## config.mk

```make
export PLATFORM = sky130hd
export DESIGN_NAME = quarter_sine_interp_lookup
export DESIGN_NICKNAME = d
export VERILOG_FILES = /design/src/rtl/qsil_pkg.sv /design/src/rtl/qsil_point.sv /design/src/rtl/quarter_sine_interp_lookup.sv
export SDC_FILE = /design/constraint.sdc
export NUM_CORES = 1
export LEC_CHECK = 0
export ABC_AREA = 1
export BUFFER_PORTS_ARGS = -buffer_cell sky130_fd_sc_hd__buf_4
export CORE_UTILIZATION = 57
export CTS_BUF_LIST = sky130_fd_sc_hd__clkbuf_2 sky130_fd_sc_hd__clkbuf_4 sky130_fd_sc_hd__clkbuf_8
export DETAILED_ROUTE_END_ITERATION = 12
export HOLD_SLACK_MARGIN = 0.12
export MAX_ROUTING_LAYER = met4
export PLACE_DENSITY = 0.73
export RECOVER_POWER = 25
export SYNTH_ARGS = -nofsm -noshare
export SYNTH_HDL_FRONTEND = slang
export SYNTH_SLANG_ARGS = --single-unit
```

## constraint.sdc

```tcl
create_clock -name clk -period 18.1 [get_ports clk]
set_input_delay 2.715 -clock clk [delete_from_list [all_inputs] [get_ports clk]]
set_output_delay 2.715 -clock clk [all_outputs]
set_load 0.05 [all_outputs]
```

## src/rtl/qsil_pkg.sv

```systemverilog
// Shared widths and the quarter-wave sine table for the interpolating sine lookup.
package qsil_pkg;

	localparam int TABLE_DEPTH = 64;
	localparam int IDX_W       = $clog2(TABLE_DEPTH);
	localparam int ROM_W       = 15;
	localparam int PHASE_W     = 16;
	localparam int POINT_W     = 8;
	localparam int FRAC_W      = 8;
	localparam int SAMPLE_W    = 16;
	localparam int WEIGHT_W    = FRAC_W + 1;
	localparam int PROD_W      = SAMPLE_W + WEIGHT_W + 1;

	typedef logic [POINT_W-1:0]         point_t;
	typedef logic [FRAC_W-1:0]          frac_t;
	typedef logic signed [SAMPLE_W-1:0] sample_t;
	typedef logic signed [PROD_W-1:0]   prod_t;

	localparam logic [ROM_W-1:0] QSIL_ROM [TABLE_DEPTH] = '{
		15'd0,     15'd804,   15'd1607,  15'd2410,  15'd3211,  15'd4011,  15'd4807,  15'd5601,
		15'd6392,  15'd7179,  15'd7961,  15'd8739,  15'd9511,  15'd10278, 15'd11038, 15'd11792,
		15'd12539, 15'd13278, 15'd14009, 15'd14732, 15'd15446, 15'd16150, 15'd16845, 15'd17530,
		15'd18204, 15'd18867, 15'd19519, 15'd20159, 15'd20787, 15'd21402, 15'd22004, 15'd22594,
		15'd23169, 15'd23731, 15'd24278, 15'd24811, 15'd25329, 15'd25831, 15'd26318, 15'd26789,
		15'd27244, 15'd27683, 15'd28105, 15'd28510, 15'd28897, 15'd29268, 15'd29621, 15'd29955,
		15'd30272, 15'd30571, 15'd30851, 15'd31113, 15'd31356, 15'd31580, 15'd31785, 15'd31970,
		15'd32137, 15'd32284, 15'd32412, 15'd32520, 15'd32609, 15'd32678, 15'd32727, 15'd32757
	};

endpackage

```

## src/rtl/qsil_point.sv

```systemverilog
// Quadrant fold and signed table read for one phase point.
module qsil_point (
	input  qsil_pkg::point_t  point,
	output qsil_pkg::sample_t value
);
	import qsil_pkg::*;

	logic [IDX_W-1:0] idx;
	logic [ROM_W-1:0] mag;
	sample_t          mag_ext;

	// Mirror the index in the second and fourth quadrants, negate in the lower half.
	assign idx     = point[POINT_W-2] ? ~point[IDX_W-1:0] : point[IDX_W-1:0];
	assign mag     = QSIL_ROM[idx];
	assign mag_ext = sample_t'({1'b0, mag});
	assign value   = point[POINT_W-1] ? -mag_ext : mag_ext;

endmodule

```

## src/rtl/quarter_sine_interp_lookup.sv

```systemverilog
// Top level of the interpolating quarter-wave sine lookup pipeline.
//
//  channel   handshake                    payload
//  input     phase_valid / phase_ready    phase  [15:0] unsigned
//  output    sample_valid / sample_ready  sample [15:0] signed
//
// Four register stages: point split, table read, weighting multiply, sum and scale.
// Sample valid rises when the phase reaches the last stage; one item per cycle unless sample_ready stalls the pipe.
// Reset clears the stage valid bits only.
// A stall holds every full stage; an empty stage still fills, so bubbles close up.
module quarter_sine_interp_lookup (
	input  logic                      clk,
	input  logic                      arst_n,
	input  logic                      phase_valid,
	output logic                      phase_ready,
	input  logic [15:0]               phase,
	output logic                      sample_valid,
	input  logic                      sample_ready,
	output qsil_pkg::sample_t         sample
);
	import qsil_pkg::*;

	logic    v_s1, v_s2, v_s3, v_s4;
	logic    en_s1, en_s2, en_s3, en_s4;
	point_t  p0_s1, p1_s1;
	frac_t   f_s1, f_s2;
	sample_t a_s2, b_s2;
	sample_t a_pt, b_pt;
	prod_t   pa_s3, pb_s3;
	prod_t   sum, sum_adj;
	sample_t sample_s4;
	logic [WEIGHT_W-1:0] wa;

	assign en_s4       = !v_s4 || sample_ready;
	assign en_s3       = !v_s3 || en_s4;
	assign en_s2       = !v_s2 || en_s3;
	assign en_s1       = !v_s1 || en_s2;
	assign phase_ready = en_s1;

	always_ff @(posedge clk or negedge arst_n) begin
		if (!arst_n) begin
			v_s1 <= 1'b0;
			v_s2 <= 1'b0;
			v_s3 <= 1'b0;
			v_s4 <= 1'b0;
		end else begin
			if (en_s1) v_s1 <= phase_valid;
			if (en_s2) v_s2 <= v_s1;
			if (en_s3) v_s3 <= v_s2;
			if (en_s4) v_s4 <= v_s3;
		end
	end

	// Split the phase; the second point wraps from the last point to the first.
	always_ff @(posedge clk) begin
		if (en_s1 && phase_valid) begin
			p0_s1 <= phase[PHASE_W-1:FRAC_W];
			p1_s1 <= phase[PHASE_W-1:FRAC_W] + point_t'(1);
			f_s1  <= phase[FRAC_W-1:0];
		end
	end

	qsil_point u_point_a (.point(p0_s1), .value(a_pt));
	qsil_point u_point_b (.point(p1_s1), .value(b_pt));

	always_ff @(posedge clk) begin
		if (en_s2 && v_s1) begin
			a_s2 <= a_pt;
			b_s2 <= b_pt;
			f_s2 <= f_s1;
		end
	end

	assign wa = WEIGHT_W'(1 << FRAC_W) - {1'b0, f_s2};

	always_ff @(posedge clk) begin
		if (en_s3 && v_s2) begin
			pa_s3 <= prod_t'(a_s2) * prod_t'($signed({1'b0, wa}));
			pb_s3 <= prod_t'(b_s2) * prod_t'($signed({2'b00, f_s2}));
		end
	end

	// Divide by the full weight, truncating toward zero.
	assign sum     = pa_s3 + pb_s3;
	assign sum_adj = sum + (sum[PROD_W-1] ? prod_t'((1 << FRAC_W) - 1) : prod_t'(0));

	always_ff @(posedge clk) begin
		if (en_s4 && v_s3) begin
			sample_s4 <= sum_adj[FRAC_W+SAMPLE_W-1:FRAC_W];
		end
	end

	assign sample_valid = v_s4;
	assign sample       = sample_s4;

endmodule

```

Yosys cells after proc, flatten, opt, wreduce, memory -nomap -nowiden
Memory sizes are Yosys's and may differ from the RTL's.
Index checks and enable logic that the tools add are counted.
{"block": "word_totals", "register_bits": 136, "wordCells": 52, "mem_count": 2, "ram_bits": 0, "romBits": 1920, "output_inout_bits": 18, "latchBits": 0}
{"block": "classes", "mux": 9, "reduce_logical": 12, "n_bitwise": 4, "div": 0, "n_eq_ne": 0, "addsub": 6, "shifts": 0, "order_cmp": 2, "multipliers": 2}
{"memory": "(no name shown)", "depth": 64, "width": 15, "rd": 1, "rd_ports_with_merged_regs": 0, "write_ports": 0, "line_no": "qsil_point.sv:14", "text": "assign mag = QSIL_ROM[idx];"}
{"memory": "(no name shown)", "depth": 64, "width": 15, "rd": 1, "rd_ports_with_merged_regs": 0, "write_ports": 0, "line_no": "qsil_point.sv:14"}
{"operator": "two-way mux 15 bit", "count": 6}
{"operator": "negator 15 -> 16 bit", "count": 2}
{"operator": "adder 26 bit", "count": 1}
{"operator": "multiplier 16 x 10 -> 26 bit", "count": 1}
{"operator": "multiplier 16 x 9 -> 25 bit", "count": 1}
{"operator": "adder 24 x 9 -> 24 bit", "count": 1}
{"operator": "greater-or-equal comparator 7 bit (second input constant)", "count": 2}
{"operator": "NOT 6 -> 7 bit", "count": 2}
{"operator": "two-way mux 6 bit", "count": 2}
{"operator": "NOT 6 bit", "count": 2}
{"operator": "subtractor 9 x 8 -> 9 bit (first input constant)", "count": 1}
{"operator": "adder 8 x 1 -> 8 bit (second input constant)", "count": 1}
{"operator": "two-way mux 8 bit", "count": 1}
{"operator": "logical AND 1 bit", "count": 4}
{"operator": "logical NOT 1 bit", "count": 4}
{"operator": "logical OR 1 bit", "count": 4}

Logic depth before layout (Yosys ltp)
{"block": "logic_depth", "depth_word": 8, "mapped_depth": 30, "depth_no_buf": 27}

Hierarchy
Synthesis repeated with hierarchy kept, for this count alone.
{"block": "hier_totals", "hier_cells": 2777, "hier_area_um2": 20752.4}
{"mod": "quarter_sine_interp_lookup", "cells_each": 1949, "instances": 1, "area_each_um2": 16644.7, "seq_area_each_um2": 4033.9}
{"mod": "qsil_point at u_point_b", "cells_each": 425, "instances": 1, "area_each_um2": 2143.3, "seq_area_each_um2": 0.0}
{"mod": "qsil_point at u_point_a", "cells_each": 403, "instances": 1, "area_each_um2": 1964.4, "seq_area_each_um2": 0.0}

Least setup slack after synthesis
OpenSTA, ideal clock, no wires.
{"block": "synth_path", "path_type": "input -> output", "startpoint": "input sample_ready", "endpoint": "output phase_ready", "setup_slack_ns": 11.906, "stages": 8, "t_arrival_ns": 3.479, "n_path_buf": 0, "path_cell_list": "nor2_1 inv_1 nor2_1 inv_1 nor2_1 inv_1 nor2_1 inv_1"}
{"block": "synth_via", "elab_chain_cells": 4}
{"element": "start: declaration", "line_no": "quarter_sine_interp_lookup.sv:18", "text": "input logic sample_ready,"}
{"element": "logical OR 1 bit", "line_no": "quarter_sine_interp_lookup.sv:34", "text": "assign en_s4 = !v_s4 || sample_ready;"}
{"element": "logical OR 1 bit", "line_no": "quarter_sine_interp_lookup.sv:35", "text": "assign en_s3 = !v_s3 || en_s4;"}
{"element": "logical OR 1 bit", "line_no": "quarter_sine_interp_lookup.sv:36", "text": "assign en_s2 = !v_s2 || en_s3;"}
{"element": "logical OR 1 bit", "line_no": "quarter_sine_interp_lookup.sv:37", "text": "assign en_s1 = !v_s1 || en_s2;"}
{"element": "end: declaration", "line_no": "quarter_sine_interp_lookup.sv:15", "text": "output logic phase_ready,"}
No other way between the ends.

Worst setup path after layout
{"block": "layout_path", "startpoint": "register f_s2[0]", "endpoint": "register pa_s3[25] (data pin)"}
{"block": "layout_via", "elab_chain_cells": 2}
{"element": "start: declaration", "line_no": "quarter_sine_interp_lookup.sv:26", "text": "frac_t f_s1, f_s2;"}
{"element": "start signal: assignment", "line_no": "quarter_sine_interp_lookup.sv:70", "text": "f_s2 <= f_s1;"}
{"element": "subtractor 9 x 8 -> 9 bit", "line_no": "quarter_sine_interp_lookup.sv:74", "text": "assign wa = WEIGHT_W'(1 << FRAC_W) - {1'b0, f_s2};"}
{"element": "multiplier 16 x 10 -> 26 bit", "line_no": "quarter_sine_interp_lookup.sv:78", "text": "pa_s3 <= prod_t'(a_s2) * prod_t'($signed({1'b0, wa}));"}
{"element": "end signal: assignment", "line_no": "quarter_sine_interp_lookup.sv:78"}
{"element": "end: declaration", "line_no": "quarter_sine_interp_lookup.sv:29", "text": "prod_t pa_s3, pb_s3;"}
No other way between the ends.
A chain may end at the register's enable or synchronous reset.

==> impl_metrics.py <==
metrics = {
    "outcome": {
        "status": "finished, violations left",
        "violations": "capacitance limit, slew limit",
    },
    "worst_setup_path": {
        "cpMostUsedCell": "inv_1",
        "ff2ff_setup_slack_ns": 10.21,
        "crit_end": "pa_s3[25]",
        "worst_path_max_delay_cell": "clkbuf_1",
        "reg2reg_from": "f_s2[0]",
        "critPathKind": "reg -> reg",
        "end_kind": "flip-flop",
        "crit_cells": 26,
        "setup.worst_path.start_class": "flip-flop",
        "r2r-end": "pa_s3[25]",
        "cp.arrival_ns": 8.13,
        "path_max_fanout": 34,
        "crit_family": "adder cells",
        "critPathLaunch": "f_s2[0]",
        "cpPeakStageDelay_ns": 1.24,
        "cp.required_ns": 18.33,
        "r2r_cells": 26,
        "critPathBufInv": 10,
    },
    "clocking": {
        "cts_resized": 0,
        "clk_pin_slew_worst_paths_ns": 0.10,
        "cts_buffers": 17,
        "h-tree-depth": 4,
        "cts_setup_buffers": 0,
        "tritoncts": "yes",
        "root_buffer": "clkbuf_8",
        "clock-sinks": 135,
        "worstSkewPairLatency_ns": 0.48,
        "hold_buffers": 0,
        "cts_max_path_buffers": 2,
    },
    "drt": {
        "wl_per_cell_um": 15.8,
        "vias_per_cell": 5.38,
        "detail_route.iter0.violations": 1062,
        "ant_nets": 0,
        "vias": 16537,
        "drcViolationCount": 0,
        "drt_wl_total_um": 48600,
        "dr.pass1.iters": 5,
    },
    "global_routing": {
        "track_usage_pct": 29.1,
        "grt_pass1_wl_um": 80800,
        "overflow": 0,
        "grt_pass1_vias": 16363,
        "antenna_found_initial": 0,
        "grt_max_degree": 52,
    },
    "timing": {
        "tightest_slew_ns": 2.14,
        "max_freq_mhz": 127,
        "max-slew-margin-rel_pct": -42.6,
        "finalCriticalPeriod_ns": 7.89,
        "report.final.setup_viol": 0,
        "slew_viol_final": 76,
        "hold_violations": 0,
        "grt_setup_unrepaired": "no",
        "period_share_pct": 43.6,
        "setup_tns_ns": 0,
        "skew_ns": 0.0202,
    },
    "layout": {
        "fill_cells": 3130,
        "drive_above_1_share_pct": 5.15,
        "final_util_pct": 60.8,
        "ff_latch_area_mm2": 0.00403,
        "final_common_cell": "nand2_1",
        "final_cell_mix": "nand2_1 (655), inv_1 (550), fa_1 (225)",
        "final_cells": 3075,
        "area_growth_pct": 3.92,
        "multi_input_area_mm2": 0.0137,
        "layout.nets": 3025,
        "antenna_cells": 0,
    },
    "synth": {
        "synth_cell_types": 61,
        "synth_seq_cells": 135,
        "synth_area_mm2": 0.0204,
        "yosysWarnings": 0,
        "synth.net_count": 3032,
        "yosysSeqAreaShare_pct": 19.8,
        "synth_cells": 2614,
        "avgSynthCellArea_um2": 7.79,
    },
    "worst_hold_path": {
        "holdCritStartpoint": "f_s1[6]",
        "hold_path.class": "reg -> reg",
    },
    "floorplan": {
        "die_w_um": 191,
        "io_pins": 38,
        "die_area_mm2": 0.0365,
        "die_y_um": 191,
        "initial_core_util_pct": 58.5,
        "core_area_mm2": 0.0348,
        "num_rows": 68,
    },
    "placement": {
        "place.gp.congestion": 0.985,
        "io_buffers": 37,
        "dpl.hpwl_um": 40200,
        "dp.cells": 3043,
    },
    "run": {
        "drv_cap": 2,
    },
}
-- worst min path at each step --
| stage | to | slack [ns] | cells past startpoint |
|---|---|---|---|
| after CTS | f_s2[6] | 0.43 | 0 |
| final | f_s2[6] | 0.42 | 0 |
| after global routing | f_s2[4] | 0.43 | 0 |
| after detailed placement | f_s2[6] | 0.41 | 0 |
| after global placement | f_s2[7] | 0.40 | 0 |
| after floorplan | f_s2[0] | 0.40 | 0 |
-- sequential cells by signal, summed over array words and instances, names as in the netlist --
register / cells
f_s2: 8
v_s2: 1
pa_s3: 26
a_s2: 16
v_s3: 1
b_s2: 16
sample: 16
pb_s3: 25
f_s1: 8
sample_valid: 1
p1_s1: 8
p0_s1: 8
v_s1: 1
-- logic make-up after synthesis --
logic type	synth area share, %
buf+inv	12.5
xor+xnor	5.67
flops	19.8
compound gates	7.13
simple gates	22.1
fa+ha+maj	32.8
-- routing by layer --
metal  up-vias  GRT usage (%)  part of all wire (%)  routed length, um
met4         0           9.94                   2.8               1380
met1      7844           37.0                    43              21100
met2       537           47.3                    48              23200
li1       8054              -                     -                  -
met3       102           4.22                   6.0               2930
met5         -              -                     0                  0
-- through the flow --
step           hold WS [ns]  setup WS (ns)  instance area, um^2
3_5_place_dp          0.406          11.59                20800
6_report              0.425          10.21                21200
4_1_cts               0.427          11.59                21300
2_1_floorplan         0.400          11.91                20400
3_3_place_gp          0.401          11.63                20800
5_1_grt               0.435           9.78                21200
-- Yosys cell counts, drive strengths merged --
| master | number | area share, % |
|---|---|---|
| xnor2 | 42 | 2.3 |
| nand3 | 120 | 3.1 |
| o2111ai | 1 | 0.043 |
| a211oi | 2 | 0.074 |
| inv | 567 | 10 |
| o311ai | 1 | 0.043 |
| fa | 225 | 22 |
| edfxtp | 131 | 19 |
| a21o | 2 | 0.074 |
| nor3b | 1 | 0.037 |
| a31o | 1 | 0.043 |
| a21boi | 2 | 0.074 |
| a22oi | 2 | 0.074 |
| ha | 173 | 11 |
| a221oi | 1 | 0.043 |
| o21a | 3 | 0.11 |
| clkbuf | 38 | 0.74 |
| nand3b | 7 | 0.32 |
| a21oi | 108 | 2.7 |
| o21bai | 3 | 0.11 |
| dfrtp | 4 | 0.49 |
| nor2 | 217 | 4.2 |
| or2 | 6 | 0.18 |
| nand4 | 25 | 0.77 |
| o221ai | 2 | 0.086 |
| o211ai | 19 | 0.70 |
| o21ai | 92 | 2.3 |
| o31ai | 5 | 0.18 |
| nand2 | 675 | 13 |
| nor3 | 19 | 0.49 |
| xor2 | 70 | 3.3 |
| a31oi | 12 | 0.44 |
| buf | 31 | 1.3 |
| and2 | 7 | 0.23 |
-- final cells by class --
class / count / area share, %
Multi-Input combinational cell: 1843 / 64.9
Sequential cell: 135 / 19.1
Inverter: 567 / 10.1
Tap cell: 455 / 2.69
Timing Repair Buffer: 43 / 1.28
Clock buffer: 17 / 1.11
Clock inverter: 15 / 0.858
Power is left out: the tool's default activity adds up to more than one toggle a clock period on the data nets, which glitch-free logic cannot reach.
